$ cat config.mk
export PLATFORM = sky130hd
export DESIGN_NAME = command_frame_receiver_flat
export DESIGN_NICKNAME = d
export VERILOG_FILES = /design/src/design/cfr_pkg.sv /design/src/design/cfr_channels.sv /design/src/design/command_frame_receiver.sv /design/src/flat_wrapper.sv
export SDC_FILE = /design/constraint.sdc
export NUM_CORES = 1
export LEC_CHECK = 0
export ABC_AREA = 1
export BUFFER_PORTS_ARGS = -buffer_cell sky130_fd_sc_hd__buf_2
export CAP_MARGIN = 40
export CORE_ASPECT_RATIO = 1.1
export CORE_MARGIN = 2
export CORE_UTILIZATION = 30
export CTS_BUF_LIST = sky130_fd_sc_hd__clkbuf_2 sky130_fd_sc_hd__clkbuf_4 sky130_fd_sc_hd__clkbuf_8
export DETAILED_ROUTE_END_ITERATION = 16
export PLACE_DENSITY_LB_ADDON = 0.08
export RECOVER_POWER = 100
export SLEW_MARGIN = 20
export SYNTH_ARGS = -nofsm -noshare
export SYNTH_HDL_FRONTEND = slang
export SYNTH_SLANG_ARGS = --single-unit
export TNS_END_PERCENT = 1
$ cat constraint.sdc
create_clock -name clk -period 4.1 [get_ports clk]
set_input_delay 0.41 -clock clk [delete_from_list [all_inputs] [get_ports clk]]
set_output_delay 0.41 -clock clk [all_outputs]
set_load 0.01 [all_outputs]
$ cat src/design/cfr_pkg.sv
// ----------------------------------------------------------------------------
// cfr_pkg
// Shared types and constants of the command frame receiver: status codes,
// configuration register indexes, reset values and the chase-mode payload.
// ----------------------------------------------------------------------------
`default_nettype none

package cfr_pkg;

  // Field widths
  localparam int BYTE_W      = 8;
  localparam int LIMIT_W     = 16;
  localparam int POS_W       = 3;
  localparam int CFG_INDEX_W = 2;
  localparam int CFG_DATA_W  = 16;
  localparam int PAYLOAD_N   = 4;

  // Result status codes
  typedef enum logic [1:0] {
    ST_NONE      = 2'd0,
    ST_OK        = 2'd1,
    ST_FRAME_ERR = 2'd2,
    ST_TIMEOUT   = 2'd3
  } status_t;

  // Configuration register indexes
  typedef enum logic [CFG_INDEX_W-1:0] {
    REG_TIMEOUT_LIMIT = 2'd0,
    REG_HEADER_BYTE   = 2'd1,
    REG_TRAILER_BYTE  = 2'd2
  } cfg_reg_t;

  // Configuration reset values
  localparam logic [LIMIT_W-1:0] TIMEOUT_LIMIT_RST = 16'd400;
  localparam logic [BYTE_W-1:0]  HEADER_BYTE_RST   = 8'hAA;
  localparam logic [BYTE_W-1:0]  TRAILER_BYTE_RST  = 8'h55;

  // Frame byte positions
  localparam logic [POS_W-1:0] POS_HEADER  = 3'd0;
  localparam logic [POS_W-1:0] POS_FIRST   = 3'd1;
  localparam logic [POS_W-1:0] POS_LAST    = 3'd4;
  localparam logic [POS_W-1:0] POS_TRAILER = 3'd5;

  // Payload that selects chase mode
  localparam logic [BYTE_W-1:0] CHASE_PAYLOAD [PAYLOAD_N] =
    '{8'hBB, 8'hCC, 8'hDD, 8'hEE};

endpackage

`default_nettype wire

$ cat src/design/cfr_channels.sv
// ----------------------------------------------------------------------------
// cfr channels
// Valid/ready channel interfaces for input requests and result items.
// ----------------------------------------------------------------------------
`default_nettype none

interface cfr_in_if;
  logic                        valid;
  logic                        ready;
  logic                        func;
  logic [cfr_pkg::BYTE_W-1:0]  rx_byte;

  modport source (output valid, output func, output rx_byte, input ready);
  modport sink   (input valid, input func, input rx_byte, output ready);
endinterface

interface cfr_out_if;
  logic                        valid;
  logic                        ready;
  cfr_pkg::status_t            status;
  logic                        chase_mode;
  logic [cfr_pkg::BYTE_W-1:0]  duty_zero;
  logic [cfr_pkg::BYTE_W-1:0]  duty_one;
  logic [cfr_pkg::BYTE_W-1:0]  duty_two;
  logic [cfr_pkg::BYTE_W-1:0]  duty_three;
  logic                        in_frame;

  modport source (output valid, output status, output chase_mode, output duty_zero,
                  output duty_one, output duty_two, output duty_three,
                  output in_frame, input ready);
  modport sink   (input valid, input status, input chase_mode, input duty_zero,
                  input duty_one, input duty_two, input duty_three,
                  input in_frame, output ready);
endinterface

`default_nettype wire

$ cat src/design/command_frame_receiver.sv
// ----------------------------------------------------------------------------
// command_frame_receiver
// Six-byte command frame receiver with timeout ticks, chase-mode detection
// and four latched duty levels.
// ----------------------------------------------------------------------------
//  channel   | dir | handshake          | payload
//  ----------+-----+--------------------+-----------------------------------
//  in_chan   | in  | valid / ready      | func, rx_byte
//  out_chan  | out | valid / ready      | status, chase_mode, duty_*, in_frame
//  cfg       | in  | cfg_we (no wait)   | cfg_index, cfg_data
//
//  The frame state and the result register are loaded at the edge that
//  accepts a request, so one request per cycle flows unless a result stalls.
//  A request is taken while a result waits as long as out_chan.ready is high;
//  a stalled result holds in its register and stops further requests.
//  Synchronous reset clears frame state, duty levels, mode and the result
//  valid, and restores the configuration defaults.
// ----------------------------------------------------------------------------
`default_nettype none

module command_frame_receiver (
  input  wire logic                               clk,
  input  wire logic                               rst,
  cfr_in_if.sink                                  in_chan,
  cfr_out_if.source                               out_chan,
  input  wire logic                               cfg_we,
  input  wire logic [cfr_pkg::CFG_INDEX_W-1:0]    cfg_index,
  input  wire logic [cfr_pkg::CFG_DATA_W-1:0]     cfg_data
);

  // Configuration registers
  logic [cfr_pkg::LIMIT_W-1:0] timeout_limit;
  logic [cfr_pkg::BYTE_W-1:0]  header_byte;
  logic [cfr_pkg::BYTE_W-1:0]  trailer_byte;

  // Frame state
  logic [cfr_pkg::POS_W-1:0]   byte_position;
  logic [cfr_pkg::POS_W-1:0]   byte_position_next;
  logic [cfr_pkg::LIMIT_W-1:0] tick_count;
  logic [cfr_pkg::LIMIT_W-1:0] tick_count_next;
  logic [cfr_pkg::LIMIT_W-1:0] tick_inc;
  logic [cfr_pkg::BYTE_W-1:0]  payload_store [cfr_pkg::PAYLOAD_N];
  logic                        payload_we;
  logic [1:0]                  payload_idx;
  logic [cfr_pkg::BYTE_W-1:0]  duty_levels [cfr_pkg::PAYLOAD_N];
  logic                        duty_load;
  logic                        mode_flag;
  logic                        mode_flag_next;
  logic                        chase_match;
  cfr_pkg::status_t            status_next;

  // Result register
  logic                        res_valid;
  cfr_pkg::status_t            res_status;
  logic                        res_chase;
  logic [cfr_pkg::BYTE_W-1:0]  res_duty [cfr_pkg::PAYLOAD_N];
  logic                        res_in_frame;

  logic                        accept;

  // Take a request whenever the result slot is free or being drained
  assign in_chan.ready = !res_valid || out_chan.ready;
  assign accept        = in_chan.valid && in_chan.ready;

  // Configuration writes
  always_ff @(posedge clk) begin
    if (rst) begin
      timeout_limit <= cfr_pkg::TIMEOUT_LIMIT_RST;
      header_byte   <= cfr_pkg::HEADER_BYTE_RST;
      trailer_byte  <= cfr_pkg::TRAILER_BYTE_RST;
    end else if (cfg_we) begin
      case (cfg_index)
        cfr_pkg::REG_TIMEOUT_LIMIT: timeout_limit <= cfg_data;
        cfr_pkg::REG_HEADER_BYTE:   header_byte   <= cfg_data[cfr_pkg::BYTE_W-1:0];
        cfr_pkg::REG_TRAILER_BYTE:  trailer_byte  <= cfg_data[cfr_pkg::BYTE_W-1:0];
        default: ;
      endcase
    end
  end

  // Compare stored payload with the chase pattern
  always_comb begin
    chase_match = 1'b1;
    for (int i = 0; i < cfr_pkg::PAYLOAD_N; i++) begin
      if (payload_store[i] != cfr_pkg::CHASE_PAYLOAD[i]) begin
        chase_match = 1'b0;
      end
    end
  end

  assign payload_idx = 2'(byte_position - cfr_pkg::POS_FIRST);
  assign tick_inc    = tick_count + 16'd1;

  // Work out next frame state and the status for one request
  always_comb begin
    byte_position_next = byte_position;
    tick_count_next    = tick_count;
    payload_we         = 1'b0;
    duty_load          = 1'b0;
    mode_flag_next     = mode_flag;
    status_next        = cfr_pkg::ST_NONE;
    if (!in_chan.func) begin
      case (byte_position)
        cfr_pkg::POS_HEADER: begin
          if (in_chan.rx_byte == header_byte) begin
            byte_position_next = cfr_pkg::POS_FIRST;
          end else begin
            status_next = cfr_pkg::ST_FRAME_ERR;
          end
        end
        3'd1, 3'd2, 3'd3, cfr_pkg::POS_LAST: begin
          payload_we         = 1'b1;
          byte_position_next = byte_position + 3'd1;
        end
        cfr_pkg::POS_TRAILER: begin
          byte_position_next = cfr_pkg::POS_HEADER;
          if (in_chan.rx_byte == trailer_byte) begin
            status_next = cfr_pkg::ST_OK;
            if (chase_match) begin
              mode_flag_next = 1'b1;
            end else begin
              duty_load      = 1'b1;
              mode_flag_next = 1'b0;
            end
          end else begin
            status_next = cfr_pkg::ST_FRAME_ERR;
          end
        end
        default: begin
          byte_position_next = cfr_pkg::POS_HEADER;
          status_next        = cfr_pkg::ST_FRAME_ERR;
        end
      endcase
    end else if (byte_position != cfr_pkg::POS_HEADER) begin
      // Count ticks only inside a frame; abort on reaching the limit
      if (tick_inc == timeout_limit) begin
        tick_count_next    = '0;
        byte_position_next = cfr_pkg::POS_HEADER;
        status_next        = cfr_pkg::ST_TIMEOUT;
      end else begin
        tick_count_next = tick_inc;
      end
    end
  end

  // Frame state registers
  always_ff @(posedge clk) begin
    if (rst) begin
      byte_position <= cfr_pkg::POS_HEADER;
      tick_count    <= '0;
      mode_flag     <= 1'b0;
      for (int i = 0; i < cfr_pkg::PAYLOAD_N; i++) begin
        duty_levels[i] <= '0;
      end
    end else if (accept) begin
      byte_position <= byte_position_next;
      tick_count    <= tick_count_next;
      mode_flag     <= mode_flag_next;
      if (duty_load) begin
        for (int i = 0; i < cfr_pkg::PAYLOAD_N; i++) begin
          duty_levels[i] <= payload_store[i];
        end
      end
    end
  end

  // Payload bytes, written as they arrive
  always_ff @(posedge clk) begin
    if (accept && payload_we) begin
      payload_store[payload_idx] <= in_chan.rx_byte;
    end
  end

  // Result valid
  always_ff @(posedge clk) begin
    if (rst) begin
      res_valid <= 1'b0;
    end else if (accept) begin
      res_valid <= 1'b1;
    end else if (out_chan.ready) begin
      res_valid <= 1'b0;
    end
  end

  // Result payload: load the state after this request
  always_ff @(posedge clk) begin
    if (accept) begin
      res_status   <= status_next;
      res_chase    <= mode_flag_next;
      res_in_frame <= (byte_position_next != cfr_pkg::POS_HEADER);
      for (int i = 0; i < cfr_pkg::PAYLOAD_N; i++) begin
        res_duty[i] <= duty_load ? payload_store[i] : duty_levels[i];
      end
    end
  end

  assign out_chan.valid      = res_valid;
  assign out_chan.status     = res_status;
  assign out_chan.chase_mode = res_chase;
  assign out_chan.duty_zero  = res_duty[0];
  assign out_chan.duty_one   = res_duty[1];
  assign out_chan.duty_two   = res_duty[2];
  assign out_chan.duty_three = res_duty[3];
  assign out_chan.in_frame   = res_in_frame;

  // Position never leaves the six-byte frame
  a_pos_range: assert property (@(posedge clk) disable iff (rst)
    byte_position <= cfr_pkg::POS_TRAILER)
    else $error("byte position out of range");

  // A stalled result blocks new requests
  a_stall_blocks: assert property (@(posedge clk) disable iff (rst)
    (out_chan.valid && !out_chan.ready) |-> !in_chan.ready)
    else $error("request taken while result stalled");

  // Tick count moves only on an accepted tick
  a_tick_stable: assert property (@(posedge clk) disable iff (rst)
    !(accept && in_chan.func) |=> $stable(tick_count))
    else $error("tick count changed without a tick");

  // Reported in-frame flag follows the frame position
  a_in_frame: assert property (@(posedge clk) disable iff (rst)
    accept |=> (out_chan.in_frame == (byte_position != cfr_pkg::POS_HEADER)))
    else $error("in_frame does not match position");

  // Any reported event ends the frame
  a_event_ends: assert property (@(posedge clk) disable iff (rst)
    (out_chan.valid && (out_chan.status == cfr_pkg::ST_OK ||
     out_chan.status == cfr_pkg::ST_FRAME_ERR ||
     out_chan.status == cfr_pkg::ST_TIMEOUT)) |-> !out_chan.in_frame)
    else $error("frame still open after status event");

endmodule

`default_nettype wire
$ cat src/flat_wrapper.sv
// flat-port wrapper written by rule: the top's interface ports become plain ports
module command_frame_receiver_flat 
  (clk, rst, cfg_we, cfg_index, cfg_data, in_chan_valid, in_chan_func, in_chan_rx_byte, in_chan_ready, out_chan_valid, out_chan_status, out_chan_chase_mode, out_chan_duty_zero, out_chan_duty_one, out_chan_duty_two, out_chan_duty_three, out_chan_in_frame, out_chan_ready);
  cfr_in_if in_chan_i ();
  cfr_out_if out_chan_i ();
  input  wire logic clk;
  input  wire logic rst;
  input  wire logic cfg_we;
  input  wire logic [cfr_pkg::CFG_INDEX_W-1:0] cfg_index;
  input  wire logic [cfr_pkg::CFG_DATA_W-1:0] cfg_data;
  input wire logic [$bits(in_chan_i.valid)-1:0] in_chan_valid;
  input wire logic [$bits(in_chan_i.func)-1:0] in_chan_func;
  input wire logic [$bits(in_chan_i.rx_byte)-1:0] in_chan_rx_byte;
  output wire logic [$bits(in_chan_i.ready)-1:0] in_chan_ready;
  output wire logic [$bits(out_chan_i.valid)-1:0] out_chan_valid;
  output wire logic [$bits(out_chan_i.status)-1:0] out_chan_status;
  output wire logic [$bits(out_chan_i.chase_mode)-1:0] out_chan_chase_mode;
  output wire logic [$bits(out_chan_i.duty_zero)-1:0] out_chan_duty_zero;
  output wire logic [$bits(out_chan_i.duty_one)-1:0] out_chan_duty_one;
  output wire logic [$bits(out_chan_i.duty_two)-1:0] out_chan_duty_two;
  output wire logic [$bits(out_chan_i.duty_three)-1:0] out_chan_duty_three;
  output wire logic [$bits(out_chan_i.in_frame)-1:0] out_chan_in_frame;
  input wire logic [$bits(out_chan_i.ready)-1:0] out_chan_ready;
  assign in_chan_i.valid = in_chan_valid;
  assign in_chan_i.func = in_chan_func;
  assign in_chan_i.rx_byte = in_chan_rx_byte;
  assign in_chan_ready = in_chan_i.ready;
  assign out_chan_valid = out_chan_i.valid;
  assign out_chan_status = out_chan_i.status;
  assign out_chan_chase_mode = out_chan_i.chase_mode;
  assign out_chan_duty_zero = out_chan_i.duty_zero;
  assign out_chan_duty_one = out_chan_i.duty_one;
  assign out_chan_duty_two = out_chan_i.duty_two;
  assign out_chan_duty_three = out_chan_i.duty_three;
  assign out_chan_in_frame = out_chan_i.in_frame;
  assign out_chan_i.ready = out_chan_ready;
  command_frame_receiver u_core (.clk(clk), .rst(rst), .in_chan(in_chan_i), .out_chan(out_chan_i), .cfg_we(cfg_we), .cfg_index(cfg_index), .cfg_data(cfg_data));
endmodule
==> results.yml, run 1 <==
global_route:
  grt-ovfl-total: 0
  grt_antenna_before_repair: 0
  grt_pass1_vias: 5175
  grt_start_max_net_pins: 48
  grt_pass1_wl_mm: 26.4
  grt_usage: 0.142
clock_tree:
  cts_hold_buf: 0
  cts_tree: "done"
  cts_resized: 0
  clockRootBuffer: "clkbuf_8"
  clk_latency_ps: 460
  post-cts-setup-buffers: 0
  htreeDepth: 4
  numCtsBuffers: 17
  clock-sinks: 153
  cts_buffer_depth: 2
  cts.clk_slew.worst_paths_ps: 100
finish:
  n_antenna_cell: 0
  multiInputGateArea_mm2: 0.00233
  drive_gt1_frac: 0.0994
  syn2layout_area_growth_pct: 14.6
  fillCellCount: 2351
  nets: 850
  final_cells: 1120
  seqCellArea_mm2: 0.00406
routing:
  dr.max_layer_used: "met4"
  ant_nets: 0
  m1WireLength_mm: 7.33
  drt_iter0_markers: 270
  met2RoutedLength_mm: 8.36
  avgViaCountPerCell: 4.52
  wl_mm: 16.4
  wl_per_cell_um: 14.6
  met3_length_um: 464
  drtPass1Iterations: 6
  vias: 5062
  drc: 0
yosys:
  synth_cell_types: 33
  synth_area_per_cell_um2: 9.29
  yosysSeqAreaShare: 0.593
  yosysWarnings: 0
  syn-num-nets: 775
  async_reset_ff_frac: 0
  syn-cell-area_mm2: 0.00685
  synth_edf_count: 100
  synthCells: 737
  synth_flop_cell: "edfxtp_1"
  ys_seq_elements: 153
sta:
  rsz0062_at_grt: "no"
  fmax_mhz: 320
  fin_setup_tns_ps: 0
  clock-skew-final_ps: 21.8
  tightestPinTransition_ps: 1800
  hold_violations: 0
  timing.final.crit_period_ps: 3130
  slew_headroom: -0.198
  finalSetupViolCount: 0
  finalMaxSlewViolations: 31
  period_share: 0.763
  holdWs_ps: 178
placement:
  portBuffers: 69
  dp_hpwl_mm: 11.6
  gp_routability_congestion: 0.832
  dp.cells: 1088
power_and_ir_drop:
  power.density_mw_per_mm2: 394
  pwr-share-comb: 0.073
  clkPwrFrac: 0.369
  switching_power_w: 0.000855
  p_leak_nw: 3.08
  p_int_w: 0.00224
  ir_drop_mv: 0.192
  p_sw_frac: 0.277
  seqPwrFrac: 0.558
die:
  io_pins: 70
  core_mm2: 0.0223
  start_util: 0.308
  fp.dieW_um: 148
  fp.dieH_um: 162
  rows: 57
  dieArea_mm2: 0.0241
critical_path:
  critical_path.slowest_cell: "nand2_1"
  start_kind: "flip-flop"
  crit_top_cell: "nand2_1"
  cp_slowest_stage_delay_ps: 560
  crit_path_max_fanout: 17
  endpoint_kind: "flip-flop"
  cp_cell_sequence: "ha_1 -> nand3_1 -> nor2_1 -> nand2_1 -> nand3_1 -> nand2_1 -> nor2_1 -> nand3_1 -> nor2_1 -> nand2_1 -> nand2_1 -> nand2_1 -> nor2_1 -> nand2_1"
  cp.required_ps: 4310
  criticalPathCategory: "reg -> reg"
  critical_path_arrival_ps: 3340
run_status:
  violations: "capacitance limit, slew limit"
  status: "finished with violations"
hold_path:
  min_path_type: "in -> reg"
run:
  max_cap_viol_count: 1
-- logic make-up (layout without fill, tap and decap cells) --
group / count (synthesis) / count (layout) / share of synthesized area
AND/OR/NAND/NOR: 350 / 350 / 0.232
XOR/XNOR: 18 / 18 / 0.0270
AO/OA/AOI/OAI: 96 / 96 / 0.0722
buffers and inverters: 114 / 202 / 0.0639
flip-flops: 153 / 153 / 0.593
adder cells (fa/ha/maj): 6 / 6 / 0.0110
-- final timing paths --
| check | from | to | slack (ps) | cells past startpoint |
|---|---|---|---|---|
| setup / recovery | u_core.tick_count[0]$_SDFFE_PP0P_ | u_core.out_chan.in_frame$_DFFE_PP_ | 970 | 14 |
| hold / removal | cfg_data[15] | u_core.timeout_limit[15]$_SDFFE_PP0P_ | 180 | 3 |
| hold reg to reg | u_core.timeout_limit[10]$_SDFFE_PP0P_ | u_core.timeout_limit[10]$_SDFFE_PP0P_ | 480 | 2 |
| setup reg to reg | u_core.tick_count[0]$_SDFFE_PP0P_ | u_core.out_chan.in_frame$_DFFE_PP_ | 970 | 14 |
-- through the flow --
step | util | setup slack, ps | power, W | cell area [µm²]
global route | 0.353 | 689 | 0.00325 | 7850
finish | 0.353 | 973 | 0.00309 | 7850
detailed placement | 0.339 | 1420 | 0.00200 | 7550
floorplan | - | 1250 | 0.00190 | 6850
CTS | 0.357 | 1410 | 0.00316 | 7950
global placement | 0.338 | 1420 | 0.00199 | 7530
-- cells in the mapped netlist, types with 6 or more instances --
cell / instances / area, µm²
nand2_1: 169 / 634
edfxtp_1: 100 / 3000
nand3_1: 47 / 235
o21ai_1: 9 / 45.0
o21ai_0: 46 / 230
clkbuf_1: 14 / 52.6
dfxtp_1: 53 / 1060
ha_1: 6 / 75.1
nand4_1: 28 / 175
inv_1: 92 / 345
nor2_2: 6 / 37.5
xnor2_1: 12 / 105
nand3_2: 7 / 70.1
a21oi_1: 35 / 175
nor2_1: 70 / 263
-- power by group through the flow --
stage                     combinational, W  sequential (W)  clock (W)
after detailed placement          0.000240         0.00176          0
after CTS                         0.000241         0.00172    0.00119
after global routing              0.000257         0.00173    0.00126
final                             0.000225         0.00172    0.00114
after floorplan                   0.000132         0.00177          0
after global placement            0.000237         0.00176          0
-- cell type report --
class                           instances  share of cell area
Sequential cell                       153               0.518
Clock buffer                           17              0.0298
Inverter                               93              0.0445
Tap cell                              295              0.0470
Clock inverter                         15              0.0214
Timing Repair Buffer                   77              0.0426
Multi-Input combinational cell        470               0.297
-- placed cells by master (no fill, tap or decap), drive strengths merged, types with 26 or more instances in the layout --
master / netlist / layout
dfxtp: 53 / 53
nor2: 80 / 80
a21oi: 35 / 35
buf: 7 / 26
inv: 92 / 101
o21ai: 55 / 55
nand3: 54 / 54
clkbuf: 14 / 68
nand4: 28 / 28
nand2: 173 / 173
edfxtp: 100 / 100
-- state kept, by name (all words and copies together), names as in the netlist --
name	count
u_core.byte_position	3
u_core.tick_count	16
u_core.out_chan.status	2
u_core.payload_store	32
u_core.header_byte	8
u_core.mode_flag	1
u_core.duty_levels	32
u_core.timeout_limit	16
u_core.trailer_byte	8
u_core.out_chan.valid	1
u_core.out_chan.in_frame	1
u_core.res_duty	32
u_core.out_chan.chase_mode	1
-- per-layer routing --
metal  global-route usage  vias up
li1                     -     2605
met1                0.167     2345
met4               0.0394        0
met2                0.260       96
met3               0.0308       16
met5                    0        -
-- worst max-delay path, delay by kind of cell, from the launching register on --
family | cells | cell delay (ps)
simple gates | 13 | 2250
fa+ha+maj | 1 | 240
flops | 1 | 390
No activity file was read; power rests on OpenSTA's default activity.
==> inputs of run 2 (changes only) <==
--- a/config.mk
+++ b/config.mk
@@ -5,7 +5,7 @@
 export SDC_FILE = /design/constraint.sdc
 export NUM_CORES = 1
 export LEC_CHECK = 0
-export ABC_AREA = 1
+export ABC_AREA = 0
 export BUFFER_PORTS_ARGS = -buffer_cell sky130_fd_sc_hd__buf_2
 export CAP_MARGIN = 40
 export CORE_ASPECT_RATIO = 1.1
==> constraint.sdc (replaced) <==
create_clock -name clk -period 2.7 [get_ports clk]
set_input_delay 0.27 -clock clk [delete_from_list [all_inputs] [get_ports clk]]
set_output_delay 0.27 -clock clk [all_outputs]
set_load 0.01 [all_outputs]
==> results.yml, run 2 <==
finish:
  nets: 733
  top_regs: "u_core.duty_levels (32), u_core.payload_store (32), u_core.res_duty (32)"
  drive_gt1_frac: 0.191
  final_area_mm2: 0.00814
  n_antenna_cell: 0
  fillCellCount: 2291
  final_cells: 1008
  finalCoreUtilization: 0.358
  layout_common_cells: "edfxtp_1, dfxtp_1, clkbuf_1"
  syn2layout_area_growth_pct: 18.4
  final_common_cell: "edfxtp_1"
yosys:
  ys_top_cells_by_count: "edfxtp_1, dfxtp_1, nand2_1"
  syn-cell-area_mm2: 0.00687
  synth_area_leaders: "edfxtp_1, dfxtp_1, mux2_2"
  synth_top_area_cell: "edfxtp_1"
  syn-num-nets: 635
  synth_edf_count: 100
  synth_top_area_share: 0.437
  synthCells: 597
  ys_seq_elements: 153
  synth_flop_cell: "edfxtp_1"
  async_reset_ff_frac: 0
  yosysWarnings: 0
  synth_area_per_cell_um2: 11.5
  yosysMostFrequentCell: "edfxtp_1"
  yosysSeqAreaShare: 0.591
  synth_cell_types: 49
sta:
  timing.final.crit_period_ps: 2630
  rsz0062_at_grt: "yes"
  fmax_mhz: 381
  finalSetupViolCount: 0
  hold_violations: 0
  period_share: 0.973
  clock-skew-final_ps: 14.6
  slew_headroom: 0.314
  finalMaxSlewViolations: 0
  tightestPinTransition_ps: 1030
  holdWs_ps: 56.3
die:
  fp.dieH_um: 163
  rows: 58
  core_mm2: 0.0227
  dieArea_mm2: 0.0241
  io_pins: 70
  fp.dieW_um: 148
  start_util: 0.303
global_route:
  grt_busiest_layer: "met2"
  grt_pass1_vias: 4899
  grt_start_max_net_pins: 40
  grt-ovfl-total: 0
  grt_usage: 0.141
  grt_antenna_before_repair: 0
  grt_pass1_wl_mm: 26.2
  met1_usage: 0.180
  use_met2: 0.238
  grt_use_met3: 0.0325
hold_path:
  min_path_type: "in -> reg"
  worstHoldEndpoint: "u_core.timeout_limit[12]$_SDFFE_PP0P_"
  worstHoldPathCells: 3
  min_from: "cfg_data[12]"
power_and_ir_drop:
  ir_drop_mv: 0.262
  switching_power_w: 0.00117
  clkPwrFrac: 0.373
  seqPwrFrac: 0.561
  power.density_mw_per_mm2: 566
  pwr-share-comb: 0.066
  p_leak_nw: 2.90
  p_int_w: 0.00343
  p_sw_frac: 0.255
placement:
  dp.cells: 974
  dp_hpwl_mm: 11.6
  portBuffers: 69
  gp_routability_congestion: 0.830
  dpl_cell_area_mm2: 0.00778
critical_path:
  start_kind: "flip-flop"
  rr_startpoint: "u_core.tick_count[6]$_SDFFE_PP0P_"
  endpoint_kind: "flip-flop"
  critical_path_arrival_ps: 2810
  cp.required_ps: 2880
  rr_endpoint: "u_core.out_chan.in_frame$_DFFE_PP_"
  criticalPathCategory: "reg -> reg"
  reg2reg_depth: 8
  crit_path_max_fanout: 5
  r2r_slack_ps: 70
  startpoint: "u_core.tick_count[6]$_SDFFE_PP0P_"
clock_tree:
  cts_buffer_depth: 2
  clockRootBuffer: "clkbuf_8"
  cts_tree: "done"
  numCtsBuffers: 17
  clock-sinks: 153
  clk_latency_ps: 450
  htreeDepth: 4
  cts.clk_slew.worst_paths_ps: 90
routing:
  vias: 4845
  drtPass1Iterations: 4
  drc: 0
  avgViaCountPerCell: 4.81
  drt_iter0_markers: 233
  ant_nets: 0
  wl_mm: 16.6
  wl_per_cell_um: 16.5
run_status:
  status: "complete, no violations"
run:
  max_cap_viol_count: 0
## run 2: changes by cell type in the layout (fill, tap and decap cells not counted), moves of 12 or more
cell      previous run  this run
nand2b_1             0        14
inv_1               92        16
o21ai_0             54        18
mux2_2               0        30
o22ai_1              1        18
and2_0               0        16
buf_4                4        33
and2_1               0        22
nand4_1             28         7
xnor2_1             12        24
nor2_1              71        41
nand2_1            170        46
nand3_1             47        12
## run 2: cell type report
cell class                 count  area, µm²  area share
multi-input combinational    396       2670       0.328
inverter                      16       60.1     0.00738
sequential                   153       4070       0.500
clock inverter                14        141      0.0174
clock buffer                  18        241      0.0297
timing repair buffer         111        587      0.0721
tap                          300        375      0.0461
## run 2: worst max-delay path, stage by stage, from the launching register on
cell and delay, ps:
dfxtp_1 380, nand4_4 110, or4_4 540, or4b_1 470
a31oi_1 190, o22ai_1 110, buf_4 170, o41ai_2 280
nand3_1 110
## run 2: cell families (layout without fill, tap and decap cells)
logic type,Yosys count,count (layout),synth area share
compound gates,92,92,0.0850
xor+xnor,37,37,0.0471
fa+ha+maj,6,6,0.0109
buf+inv,48,159,0.0288
flops,153,153,0.591
mux,38,38,0.0612
simple gates,223,223,0.176
## run 2: power by group through the flow
stage / clock, W / combinational (W) / sequential, W
after floorplan: 0 / 0.000155 / 0.00265
after global placement: 0 / 0.000318 / 0.00264
after detailed placement: 0 / 0.000320 / 0.00264
after CTS: 0.00177 / 0.000324 / 0.00258
after global routing: 0.00186 / 0.000335 / 0.00259
final: 0.00172 / 0.000303 / 0.00258
## run 2: worst max path at each step
stage / to / slack, ps / cells past startpoint
5_1_grt: u_core.tick_count[8]$_SDFFE_PP0P_ / -80 / 10
3_3_place_gp: u_core.out_chan.in_frame$_DFFE_PP_ / 50 / 8
3_5_place_dp: u_core.out_chan.in_frame$_DFFE_PP_ / -8 / 8
4_1_cts: u_core.out_chan.in_frame$_DFFE_PP_ / 2 / 8
6_report: u_core.out_chan.in_frame$_DFFE_PP_ / 70 / 8
2_1_floorplan: u_core.out_chan.in_frame$_DFFE_PP_ / 110 / 9
## run 2: through the flow
stage | total power (W) | worst slack [ps] | setup TNS, ps
finish | 0.00460 | 74.2 | 0
global route | 0.00479 | -79.5 | -552
CTS | 0.00467 | 1.65 | 0
detailed placement | 0.00296 | -7.61 | -7.61
global placement | 0.00295 | 49.3 | 0
floorplan | 0.00281 | 111 | 0
## run 2: per-layer routing
| layer | vias up | wire [µm] | part of all wire |
|---|---|---|---|
| li1 | 2370 | - | - |
| met1 | 2357 | 7710 | 0.46 |
| met2 | 104 | 8110 | 0.49 |
| met3 | 14 | 565 | 0.034 |
| met4 | 0 | 235 | 0.014 |
| met5 | - | 0 | 0 |
## run 2: timing repair
| action | CTS | global route |
|---|---|---|
| pin swaps | 0 | 5 |
| hold buffers | 1 | 0 |
| resized for setup | 1 | 8 |
| setup endpoints to repair | 1 | 22 |
| hold endpoints to repair | 1 | 0 |
| buffers inserted | 0 | 1 |
